$ cat src/design/pprrs_pkg.sv
// Package for the preemptive priority round-robin scheduler.
// Holds the task word layout, store sizing and reset constants.
// No dependencies; used by every module of the block.
`timescale 1ns / 1ps
`default_nettype none

package pprrs_pkg;

    // Storage sizing. The total number of tasks held in the block never exceeds MAX_TASKS.
    localparam int MAX_TASKS = 16;
    localparam int IDX_W     = (MAX_TASKS > 2) ? $clog2(MAX_TASKS) : 1;
    localparam int CNT_W     = $clog2(MAX_TASKS + 1);
    localparam int NODES     = 1 << IDX_W;

    // Field widths.
    localparam int ID_W     = 8;
    localparam int PRIO_W   = 8;
    localparam int REMAIN_W = 16;
    localparam int SLICE_W  = 8;

    // Reset value of the time slice register and of the slice counter.
    localparam logic [SLICE_W-1:0] SLICE_RESET = SLICE_W'(4);

    // Task word: remaining ticks in the top half, then priority, then id.
    typedef struct packed {
        logic [REMAIN_W-1:0] remain;
        logic [PRIO_W-1:0]   prio;
        logic [ID_W-1:0]     id;
    } t_task;

    typedef t_task [MAX_TASKS-1:0] t_task_arr;

    // Result of the most-urgent search over the priority store.
    typedef struct packed {
        logic             found;
        logic [IDX_W-1:0] idx;
        t_task            entry;
    } t_best;

endpackage

`default_nettype wire

$ cat src/design/pprrs_best_sel.sv
// Most-urgent task search over the priority store.
// A comparator tree picks the lowest {priority, id}; ties go to the lower slot.
// Depends on pprrs_pkg.
`timescale 1ns / 1ps
`default_nettype none

module pprrs_best_sel (
    input  wire pprrs_pkg::t_task_arr                  i_entries,
    input  wire logic [pprrs_pkg::MAX_TASKS-1:0]       i_valid_mask,
    output pprrs_pkg::t_best                           o_best
);

    localparam int N = pprrs_pkg::NODES;

    // Tree nodes in heap order: node 1 is the root, leaves start at N.
    logic                          nd_valid [1:2*N-1];
    logic [pprrs_pkg::IDX_W-1:0]   nd_idx   [1:2*N-1];
    pprrs_pkg::t_task              nd_task  [1:2*N-1];

    // Leaves: one per store slot, padding slots never win.
    for (genvar i = 0; i < N; i++) begin : g_leaf
        if (i < pprrs_pkg::MAX_TASKS) begin : g_real
            assign nd_valid[N+i] = i_valid_mask[i];
            assign nd_task[N+i]  = i_entries[i];
        end else begin : g_pad
            assign nd_valid[N+i] = 1'b0;
            assign nd_task[N+i]  = '0;
        end
        assign nd_idx[N+i] = pprrs_pkg::IDX_W'(i);
    end

    // Internal nodes: the right child wins when the left is empty or with a strictly smaller key.
    for (genvar n = 1; n < N; n++) begin : g_node
        logic pick_r;
        assign pick_r = nd_valid[2*n+1] &&
                        (!nd_valid[2*n] ||
                         ({nd_task[2*n+1].prio, nd_task[2*n+1].id} <
                          {nd_task[2*n].prio, nd_task[2*n].id}));
        assign nd_valid[n] = nd_valid[2*n] | nd_valid[2*n+1];
        assign nd_idx[n]   = pick_r ? nd_idx[2*n+1]  : nd_idx[2*n];
        assign nd_task[n]  = pick_r ? nd_task[2*n+1] : nd_task[2*n];
    end

    assign o_best.found = nd_valid[1];
    assign o_best.idx   = nd_idx[1];
    assign o_best.entry = nd_task[1];

endmodule

`default_nettype wire

$ cat src/design/preemptive_priority_rr_scheduler.sv
// Top level of the preemptive priority scheduler with round-robin fallback.
// Depends on pprrs_pkg and pprrs_best_sel.
//
// Usage:
//   Input channel (i_valid / o_stall) carries one transaction per item:
//   i_func = 0 is a task arrival (i_task_id, i_priority_req, i_burst),
//   i_func = 1 is one scheduler tick. Every item gives exactly one result on
//   the output channel (o_valid / i_stall).
//   An accepted item sits in the input register, where the whole
//   scheduling decision and the service of one tick are evaluated and
//   stored in the result register, which presents the result. One item
//   is taken every cycle while the output is not stalled. The cycle
//   time is set by the 16-entry comparator tree feeding the store shift.
//   While the output is stalled the result register holds, one more item
//   may still be taken into the input register, and then o_stall rises.
//   time_slice is written through i_cfg_we / i_cfg_wdata while no
//   transaction is in flight.
//   Synchronous reset (i_rst_n low) empties both task stores, idles the
//   processor, drops any pending transaction and sets time_slice to 4.
`timescale 1ns / 1ps
`default_nettype none

module preemptive_priority_rr_scheduler (
    input  wire logic                             i_clk,
    input  wire logic                             i_rst_n,
    // Configuration
    input  wire logic                             i_cfg_we,
    input  wire logic [pprrs_pkg::SLICE_W-1:0]    i_cfg_wdata,
    // Input channel
    input  wire logic                             i_valid,
    output      logic                             o_stall,
    input  wire logic                             i_func,
    input  wire logic [pprrs_pkg::ID_W-1:0]       i_task_id,
    input  wire logic [pprrs_pkg::PRIO_W-1:0]     i_priority_req,
    input  wire logic [pprrs_pkg::REMAIN_W-1:0]   i_burst,
    // Output channel
    output      logic                             o_valid,
    input  wire logic                             i_stall,
    output      logic                             o_busy_res,
    output      logic [pprrs_pkg::ID_W-1:0]       o_running_id,
    output      logic                             o_done_res,
    output      logic                             o_sliced_out,
    output      logic                             o_dropped
);

    localparam int MAXT  = pprrs_pkg::MAX_TASKS;
    localparam int IDX_W = pprrs_pkg::IDX_W;
    localparam int CNT_W = pprrs_pkg::CNT_W;

    // Wrapping increment of a FIFO pointer.
    function automatic logic [IDX_W-1:0] ptr_inc(input logic [IDX_W-1:0] p);
        logic [IDX_W-1:0] r;
        if (p == IDX_W'(MAXT - 1)) r = '0;
        else                       r = p + IDX_W'(1);
        return r;
    endfunction

    // ---------------- Registers ----------------
    logic                               r_in_valid;
    logic                               r_in_func;
    pprrs_pkg::t_task                   r_in_task;

    logic                               r_out_valid;
    logic                               r_busy_res;
    logic [pprrs_pkg::ID_W-1:0]         r_running_id;
    logic                               r_done_res;
    logic                               r_sliced_out;
    logic                               r_dropped;

    logic [pprrs_pkg::SLICE_W-1:0]      r_time_slice;
    pprrs_pkg::t_task_arr               r_prio;
    logic [CNT_W-1:0]                   r_prio_cnt;
    pprrs_pkg::t_task                   r_fifo [MAXT];
    logic [IDX_W-1:0]                   r_head;
    logic [IDX_W-1:0]                   r_tail;
    logic [CNT_W-1:0]                   r_rr_cnt;
    pprrs_pkg::t_task                   r_cur;
    logic                               r_busy;
    logic                               r_from_prio;
    logic                               r_from_fifo;
    logic [pprrs_pkg::SLICE_W-1:0]      r_slice_left;

    // ---------------- Next-state values ----------------
    logic [CNT_W-1:0]                   n_prio_cnt;
    logic [IDX_W-1:0]                   n_head;
    logic [IDX_W-1:0]                   n_tail;
    logic [CNT_W-1:0]                   n_rr_cnt;
    pprrs_pkg::t_task                   n_cur;
    logic                               n_busy;
    logic                               n_from_prio;
    logic                               n_from_fifo;
    logic [pprrs_pkg::SLICE_W-1:0]      n_slice_left;
    logic                               n_busy_res;
    logic [pprrs_pkg::ID_W-1:0]         n_running_id;
    logic                               n_done_res;
    logic                               n_sliced_out;
    logic                               n_dropped;

    // ---------------- Decision signals ----------------
    logic                               out_blocked;
    logic                               proc;
    logic                               is_tick;
    logic                               arr_ok;
    logic                               take_prio;
    logic                               pop_fifo;
    logic                               preempt;
    logic                               push1;
    logic                               push2;
    logic [IDX_W-1:0]                   tail1;
    logic [CNT_W-1:0]                   rr_cnt1;
    pprrs_pkg::t_task                   run_task;
    pprrs_pkg::t_task                   served;
    logic                               run_busy;
    logic [pprrs_pkg::SLICE_W-1:0]      run_slice;
    logic [pprrs_pkg::SLICE_W-1:0]      slice_dec;
    logic [CNT_W:0]                     total;
    logic [MAXT-1:0]                    valid_mask;
    pprrs_pkg::t_best                   best;

    // Handshake: the stage moves when the result register can take a new result.
    assign out_blocked = r_out_valid && i_stall;
    assign proc        = r_in_valid && !out_blocked;
    assign o_stall     = r_in_valid && out_blocked;

    // Occupied slots of the priority store.
    for (genvar i = 0; i < MAXT; i++) begin : g_mask
        assign valid_mask[i] = (CNT_W'(i) < r_prio_cnt);
    end

    pprrs_best_sel u_best_sel (
        .i_entries    (r_prio),
        .i_valid_mask (valid_mask),
        .o_best       (best)
    );

    // Scheduling decision and one tick of service.
    always_comb begin
        is_tick   = r_in_func;
        total     = (CNT_W+1)'(r_prio_cnt) + (CNT_W+1)'(r_rr_cnt) + (CNT_W+1)'(r_busy);
        arr_ok    = !is_tick && (total < (CNT_W+1)'(MAXT));
        n_dropped = !is_tick && !arr_ok;

        // Dispatch or preemption.
        preempt   = is_tick && r_busy && best.found &&
                    (r_from_prio ? (best.entry.prio < r_cur.prio) : r_from_fifo);
        take_prio = (is_tick && !r_busy && best.found) || preempt;
        pop_fifo  = is_tick && !r_busy && !best.found && (r_rr_cnt != '0);
        push1     = preempt && (r_rr_cnt < CNT_W'(MAXT));

        n_head  = pop_fifo ? ptr_inc(r_head) : r_head;
        tail1   = push1 ? ptr_inc(r_tail) : r_tail;
        rr_cnt1 = r_rr_cnt;
        if (pop_fifo) rr_cnt1 = r_rr_cnt - CNT_W'(1);
        if (push1)    rr_cnt1 = r_rr_cnt + CNT_W'(1);

        if (take_prio)     run_task = best.entry;
        else if (pop_fifo) run_task = r_fifo[r_head];
        else               run_task = r_cur;
        run_busy  = r_busy || take_prio || pop_fifo;
        run_slice = (take_prio || pop_fifo) ? r_time_slice : r_slice_left;

        n_from_prio = take_prio ? 1'b1 : (pop_fifo ? 1'b0 : r_from_prio);
        n_from_fifo = take_prio ? 1'b0 : (pop_fifo ? 1'b1 : r_from_fifo);

        // Serve the running task for one tick.
        slice_dec     = run_slice - pprrs_pkg::SLICE_W'(1);
        served        = run_task;
        served.remain = run_task.remain - pprrs_pkg::REMAIN_W'(1);
        n_busy_res    = 1'b0;
        n_running_id  = '0;
        n_done_res    = 1'b0;
        n_sliced_out  = 1'b0;
        push2         = 1'b0;
        n_cur         = run_task;
        n_busy        = run_busy && is_tick;
        n_slice_left  = run_slice;
        n_rr_cnt      = rr_cnt1;
        n_tail        = tail1;
        if (!is_tick) begin
            n_cur        = r_cur;
            n_busy       = r_busy;
            n_from_prio  = r_from_prio;
            n_from_fifo  = r_from_fifo;
            n_slice_left = r_slice_left;
        end else if (run_busy) begin
            n_busy_res   = 1'b1;
            n_running_id = run_task.id;
            if (run_task.remain <= pprrs_pkg::REMAIN_W'(1)) begin
                n_done_res   = 1'b1;
                n_busy       = 1'b0;
                n_from_prio  = 1'b0;
                n_from_fifo  = 1'b0;
                n_cur        = '0;
                n_slice_left = r_time_slice;
            end else if (slice_dec == '0) begin
                n_sliced_out = 1'b1;
                push2        = (rr_cnt1 < CNT_W'(MAXT));
                n_busy       = 1'b0;
                n_from_prio  = 1'b0;
                n_from_fifo  = 1'b0;
                n_cur        = '0;
                n_slice_left = slice_dec;
            end else begin
                n_cur        = served;
                n_slice_left = slice_dec;
            end
        end
        if (push2) begin
            n_tail   = ptr_inc(tail1);
            n_rr_cnt = rr_cnt1 + CNT_W'(1);
        end

        // Priority store occupancy.
        n_prio_cnt = r_prio_cnt;
        if (arr_ok)    n_prio_cnt = r_prio_cnt + CNT_W'(1);
        if (take_prio) n_prio_cnt = r_prio_cnt - CNT_W'(1);
    end

    // Input register.
    always_ff @(posedge i_clk) begin
        if (!i_rst_n) begin
            r_in_valid <= 1'b0;
        end else if (i_valid && !o_stall) begin
            r_in_valid <= 1'b1;
        end else if (proc) begin
            r_in_valid <= 1'b0;
        end
        if (i_valid && !o_stall) begin
            r_in_func        <= i_func;
            r_in_task.id     <= i_task_id;
            r_in_task.prio   <= i_priority_req;
            r_in_task.remain <= i_burst;
        end
    end

    // Result register.
    always_ff @(posedge i_clk) begin
        if (!i_rst_n) begin
            r_out_valid <= 1'b0;
        end else if (proc) begin
            r_out_valid <= 1'b1;
        end else if (!i_stall) begin
            r_out_valid <= 1'b0;
        end
        if (proc) begin
            r_busy_res   <= n_busy_res;
            r_running_id <= n_running_id;
            r_done_res   <= n_done_res;
            r_sliced_out <= n_sliced_out;
            r_dropped    <= n_dropped;
        end
    end

    // Configuration register.
    always_ff @(posedge i_clk) begin
        if (!i_rst_n) begin
            r_time_slice <= pprrs_pkg::SLICE_RESET;
        end else if (i_cfg_we) begin
            r_time_slice <= i_cfg_wdata;
        end
    end

    // Scheduler control state.
    always_ff @(posedge i_clk) begin
        if (!i_rst_n) begin
            r_prio_cnt   <= '0;
            r_head       <= '0;
            r_tail       <= '0;
            r_rr_cnt     <= '0;
            r_cur        <= '0;
            r_busy       <= 1'b0;
            r_from_prio  <= 1'b0;
            r_from_fifo  <= 1'b0;
            r_slice_left <= pprrs_pkg::SLICE_RESET;
        end else if (proc) begin
            r_prio_cnt   <= n_prio_cnt;
            r_head       <= n_head;
            r_tail       <= n_tail;
            r_rr_cnt     <= n_rr_cnt;
            r_cur        <= n_cur;
            r_busy       <= n_busy;
            r_from_prio  <= n_from_prio;
            r_from_fifo  <= n_from_fifo;
            r_slice_left <= n_slice_left;
        end
    end

    // Priority store: append on arrival, close the gap on removal.
    always_ff @(posedge i_clk) begin
        for (int i = 0; i < MAXT; i++) begin
            if (proc && arr_ok && (r_prio_cnt[IDX_W-1:0] == IDX_W'(i))) begin
                r_prio[i] <= r_in_task;
            end else if (proc && take_prio && (IDX_W'(i) >= best.idx) && (i < MAXT - 1)) begin
                r_prio[i] <= r_prio[(i < MAXT - 1) ? i + 1 : i];
            end
        end
    end

    // Round-robin FIFO: up to two appends in one tick, at consecutive slots.
    always_ff @(posedge i_clk) begin
        if (proc && push1) begin
            r_fifo[r_tail] <= r_cur;
        end
        if (proc && push2) begin
            r_fifo[tail1] <= served;
        end
    end

    assign o_valid      = r_out_valid;
    assign o_busy_res   = r_busy_res;
    assign o_running_id = r_running_id;
    assign o_done_res   = r_done_res;
    assign o_sliced_out = r_sliced_out;
    assign o_dropped    = r_dropped;

    // ---------------- Assertions ----------------
    a_task_limit: assert property (@(posedge i_clk) disable iff (!i_rst_n)
        ((CNT_W+1)'(r_prio_cnt) + (CNT_W+1)'(r_rr_cnt) + (CNT_W+1)'(r_busy))
            <= (CNT_W+1)'(MAXT))
        else $error("task count exceeds storage");

    a_origin_flags: assert property (@(posedge i_clk) disable iff (!i_rst_n)
        (r_busy == (r_from_prio || r_from_fifo)) && !(r_from_prio && r_from_fifo))
        else $error("dispatch origin flags inconsistent with busy");

    a_idle_clear: assert property (@(posedge i_clk) disable iff (!i_rst_n)
        !r_busy |-> (r_cur == '0))
        else $error("current task not cleared while idle");

    a_result_kind: assert property (@(posedge i_clk) disable iff (!i_rst_n)
        r_out_valid |-> !(r_dropped && (r_busy_res || r_done_res || r_sliced_out)))
        else $error("arrival and tick flags mixed in one result");

    a_proc_result: assert property (@(posedge i_clk) disable iff (!i_rst_n)
        proc |=> r_out_valid)
        else $error("processed transaction produced no result");

endmodule

`default_nettype wire
$ cat config.mk
export PLATFORM = sky130hd
export DESIGN_NAME = preemptive_priority_rr_scheduler
export DESIGN_NICKNAME = d
export VERILOG_FILES = /design/src/design/pprrs_pkg.sv /design/src/design/pprrs_best_sel.sv /design/src/design/preemptive_priority_rr_scheduler.sv
export SDC_FILE = /design/constraint.sdc
export NUM_CORES = 2
export LEC_CHECK = 0
export BUFFER_PORTS_ARGS = -buffer_cell sky130_fd_sc_hd__buf_4
export CAP_MARGIN = 20
export CORE_ASPECT_RATIO = 1.5
export CORE_MARGIN = 10
export CORE_UTILIZATION = 30
export DETAILED_ROUTE_END_ITERATION = 12
export PLACE_DENSITY = 0.44
export SLEW_MARGIN = 40
export SYNTH_ARGS = -nofsm -noshare
export SYNTH_HDL_FRONTEND = slang
export SYNTH_SLANG_ARGS = --single-unit
$ cat constraint.sdc
create_clock -name i_clk -period 47.8 [get_ports i_clk]
set_clock_uncertainty 0.15 [all_clocks]
set_input_delay 9.56 -clock i_clk [delete_from_list [all_inputs] [get_ports i_clk]]
set_output_delay 9.56 -clock i_clk [all_outputs]
set_load 0.1 [all_outputs]
* Word-level counts from Yosys, hierarchy flattened
Memory sizes are Yosys's and may differ from the RTL's. A register that Yosys moved wholly into a read port is not among the register bits.
Index checks and enable logic that the tools add are counted.
** Storage, ports and cells
- Bits in writable memories :: 512
- Output and inout bits :: 14
- Memories :: 1
- Register bits :: 628
- Input port bits :: 46
- Logic and storage cells :: 410
** Memory list
- r_fifo :: words 16, bits a word 32, read ports 1, clocked after memory_dff 1, wr ports 2, line preemptive_priority_rr_scheduler.sv:73 : pprrs_pkg::t_task r_fifo [MAXT];
** Operators by class
- Equality and inequality tests :: 19
- Multiplexer cells :: 109
- Reductions and logical operators :: 130
- $lt $le $gt $ge :: 51
- Bitwise gates (word level) :: 17
- $add $sub $neg :: 12
** Operators by type and width (number)
- two-way mux 32 bit :: 50
- less-than comparator 16 bit :: 15
- logical AND 1 bit :: 65
- == test 4 bit, second input constant :: 11
- less-than comparator 4 x 5 -> 1 bit, first input constant :: 8
- two-way mux 1 bit :: 37
- nonzero test 2 bit :: 17
- two-way mux 4 bit :: 8
- >= comparator 4 bit, first input constant :: 7
- two-way mux 5 bit :: 5
- two-way mux 8 bit :: 3
- logical NOT 1 bit :: 21
- less-than comparator 3 x 5 -> 1 bit, first input constant :: 4
- logical OR 1 bit :: 19
- == test 4 x 3 -> 1 bit, second input constant :: 4
- >= comparator 3 x 4 -> 1 bit, first input constant :: 4
- less-or-equal comparator 16 x 1 -> 1 bit, second input constant :: 1
- subtractor 16 x 1 -> 16 bit, second input constant :: 1
- adder 5 x 1 -> 5 bit, second input constant :: 3
- bitwise OR 1 bit :: 15
- adder 4 x 1 -> 4 bit, second input constant :: 3
- less-than comparator 1 x 5 -> 1 bit, first input constant :: 2
- less-than comparator 2 x 5 -> 1 bit, first input constant :: 2
- less-than comparator 5 bit, second input constant :: 2
- 19 further kinds :: 31

* Logic depth before layout (Yosys ltp)
- Depth after elaboration :: 32
- Gate-level depth with buffers :: 87
- Gate-level depth less buffers :: 70

* Cells and area by module
From an unflattened synthesis, not the netlist that was laid out.
** Unflattened totals
- Cells, all modules :: 5308
- Area, all modules :: 65840.6 um^2
** Modules (own cells, without submodules)
- preemptive_priority_rr_scheduler :: cells each 3680, instances 1, area an instance 54192.0 um^2, seq. area each 33602.2 um^2
- pprrs_best_sel :: cells each 1628, instances 1, area an instance 11648.7 um^2, seq. area each 0.0 um^2

* Least setup slack after synthesis
Ideal clock, no wire load.
- Path type :: input-to-output
- From :: in i_stall
- To :: out o_stall
- Data required time :: 38090 ps
- Path slack :: 27719 ps
- Arrival time :: 10371 ps
- Cell stages on the path :: 1
- Buffers on the path :: 0
- Path through :: and3_1
** On the way
- Longest elaborated chain between the ends :: 2
** Ends and longest elaborated chain
- from (decl) :: line preemptive_priority_rr_scheduler.sv:38 : input wire logic i_stall,
- logical AND 1 bit :: line preemptive_priority_rr_scheduler.sv:121 : assign out_blocked = r_out_valid && i_stall;
- logical AND 1 bit :: line preemptive_priority_rr_scheduler.sv:123 : assign o_stall = r_in_valid && out_blocked;
- to (decl) :: line preemptive_priority_rr_scheduler.sv:31 : output logic o_stall,
No other way between the ends.

==> run summary <==
outcome: finished clean
HP Class: reg -> reg
Slew Limit Fails: 0
most frequent cells in the layout: edfxtp_1, mux2_2, nand2_1
Worst EP required: 48.01 ns
Tot GR Track Use: 17.96%
gr ovfl total: 0
Avg WL per Cell: 27.43 µm
Post-CTS Setup Bufs: 0
max incr delay on CP: 0.64 ns
commonest non-fill, non-tap cell in the layout: edfxtp_1
Setup TNS Final: 0 ns
DPL Wire Length: 153.5 mm
#FFs+latches synth: 1144
CTS Sinks: 1144
Fillers: 21341
Worst slew margin: 42.63%
count of placed standard cells including taps: 7738
pin count of the biggest net entering global routing: 109
Max Cap Viol: 0
EDFF count, synth: 1069
Die X: 401.5 µm
CP Launch Point: r_prio[355]$_DFFE_PP_
fin crit period: 20.03 ns
RSZ-0062 raised after global routing: false
worst reg2reg path startpoint: r_prio[355]$_DFFE_PP_
final hold viol count: 0
Routed Wire Length: 219.0 mm
Crit Path Category: reg -> reg
Clock Tree Root: clkbuf_16
via count: 42024
CP Max Fanout: 33
Initial DRC Count: 2663
synth-to-layout area growth: 12.98%
initial antenna violation count: 12
Mapped Area: 0.06551 mm²
post-route ant nets: 0
achievable frequency: 0.04993 GHz
CTS tree: done
Die ar.: 0.2378 mm²
Pwr per Cell Area: 33.67 mW/mm²
hold buffers post-CTS: 0
register clock-pin slew on the reported worst setup and hold paths: 0.07 ns
Finished Layout Cells: 7983
Setup Viol. Count Final: 0
vias in the first global route: 43736
global-route wire length before repair: 318.1 mm
proportion of layout cells with a drive suffix above 1: 31.94%
Synth warnings: 0
DRC: 0
Vias/cell: 5.264
min-delay src: r_slice_left[1]$_SDFFE_PN0P_
synthesized instance count: 5057
CP arrival: 20.24 ns
Port-buffer cells: 59
final net count: 5317
Die Span Y: 592.3 µm
library cells used by synthesis: 97
crit path launch type: register
Worst-Skew Late Latency: 0.81 ns
asr flop ratio synth: 0%
H-tree depth: 4
sequential area share after synthesis: 51.29%
Initial DRT Pass Iterations: 6
slowest CP cell: or4_1
Pleak: 26.42 nW
CP Capture Type: register
io pins: 60
Worst Tran Pin Value: 0.8485 ns
Initial Utilization: 30.08%
worst vdd ir: 0.02426 mV
clk buf depth: 4
RD Place Congestion: 0.8628
CTS Buf Count: 139
Mapped Nets: 5354
cts repair resizes: 0
FP Rows: 210
Core ar.: 0.2178 mm²
prevailing post-synth register cell: edfxtp_1
Mean Syn Cell Area: 12.95 µm²
Final Cycle Share: 41.90%
-- power breakdown --
group / switching (mW) / internal (mW)
registers: 0.0225 / 1.11
logic: 0.243 / 0.114
clock network: 0.435 / 0.568
-- worst max-delay path, delay by kind of cell (launching register included) --
kind	cells	cell delay, ns
AOI/OAI and AO/OA	29	6.97
and+or+nand+nor	19	4.34
buffers and inverters	11	3.92
adders and majority gates	6	1.99
muxes	4	1.46
DFF	1	0.41
xor gates and xnor gates	1	0.20
-- per-stage QoR --
stage	power, mW	setup slack, ns	hold WS (ns)	util (%)	cell area (µm²)
6_report	2.492	27.77	0.3224	33.98	74010
5_1_grt	2.583	26.54	0.3476	33.98	74010
4_1_cts	2.524	27.77	0.3236	33.94	73930
3_5_place_dp	1.509	27.87	0.3148	32.05	69810
3_3_place_gp	1.500	27.80	0.3124	31.87	69420
2_1_floorplan	1.350	27.72	0.2944	-	65510
-- routing by layer --
metal | GRT usage, % | wire [µm]
met5 | 0 | 0
met4 | 5.905 | 7362
met3 | 1.876 | 6773
met2 | 34.18 | 117700
met1 | 20.81 | 87100
-- worst paths after layout --
path | cells after the start | endpoint | slack (ns)
worst max-delay path | 70 | r_fifo[5][10]$_DFFE_PP_ | 27.77
worst max register to register | 70 | r_fifo[5][10]$_DFFE_PP_ | 27.77
worst min register to register | 2 | r_slice_left[1]$_SDFFE_PN0P_ | 0.32
worst min-delay path | 2 | r_slice_left[1]$_SDFFE_PN0P_ | 0.32
-- synthesized netlist by cell type (all sizes together) (10+ instances only) --
cell type     n  area (µm²)
and2         24       150.1
mux2        996       11290
mux2i       171        1712
o21a         60       450.4
nor2        224       843.3
o211ai       36       275.3
clkbuf      263       987.2
a31oi        40       286.5
or4          12       93.84
nor4         17       163.9
nand4        40       250.2
a221oi       14       122.6
o2bb2ai      10       87.58
nor2b        13       81.33
xnor2        17       148.9
nand3        56       280.3
a21oi       194       974.7
a211o        12       105.1
inv         204       765.7
ha          251        3141
or2          19       118.9
or3          13       81.33
o22ai        17       106.4
mux4        160        3603
buf         111       579.3
xor2         12       105.1
edfxtp     1069       32100
o21ai       264        1333
a21o         62       465.5
nand2       361        1355
and3         21       131.4
nand2b       29       181.4
nor3         35       269.0
dfxtp        75        1501
a211oi       30       240.2
-- state kept, by name, indices dropped and copies added, names as in the netlist, named ones only --
signal	flops
is_tick	1
o_busy_res	1
o_done_res	1
o_dropped	1
o_running_id	8
o_sliced_out	1
o_valid	1
r_busy	1
r_cur	32
r_fifo	512
r_from_fifo	1
r_from_prio	1
r_head	4
r_in_task	32
r_in_valid	1
r_prio	512
r_prio_cnt	5
r_rr_cnt	5
r_slice_left	8
r_tail	4
r_time_slice	8
-- cell type report --
cell class | instances | area (µm²) | area share [%]
Sequential cell | 1144 | 33630 | 45.43
Multi-Input combinational cell | 3331 | 30320 | 40.97
Antenna cell | 2 | 5.005 | 0.006762
Inverter | 208 | 780.7 | 1.055
Timing Repair Buffer | 196 | 1579 | 2.133
Tap cell | 2862 | 3581 | 4.838
Clock inverter | 66 | 470.5 | 0.6356
Clock buffer | 174 | 3651 | 4.933
-- logic make-up after synthesis --
logic type	share of synthesized area, %
xor+xnor	0.3877
buf+inv	3.583
compound gates	8.224
simple gates	6.349
fa+ha+maj	4.809
flops	51.29
mux	25.35
Note: power is estimated with default switching activity, not from simulation.
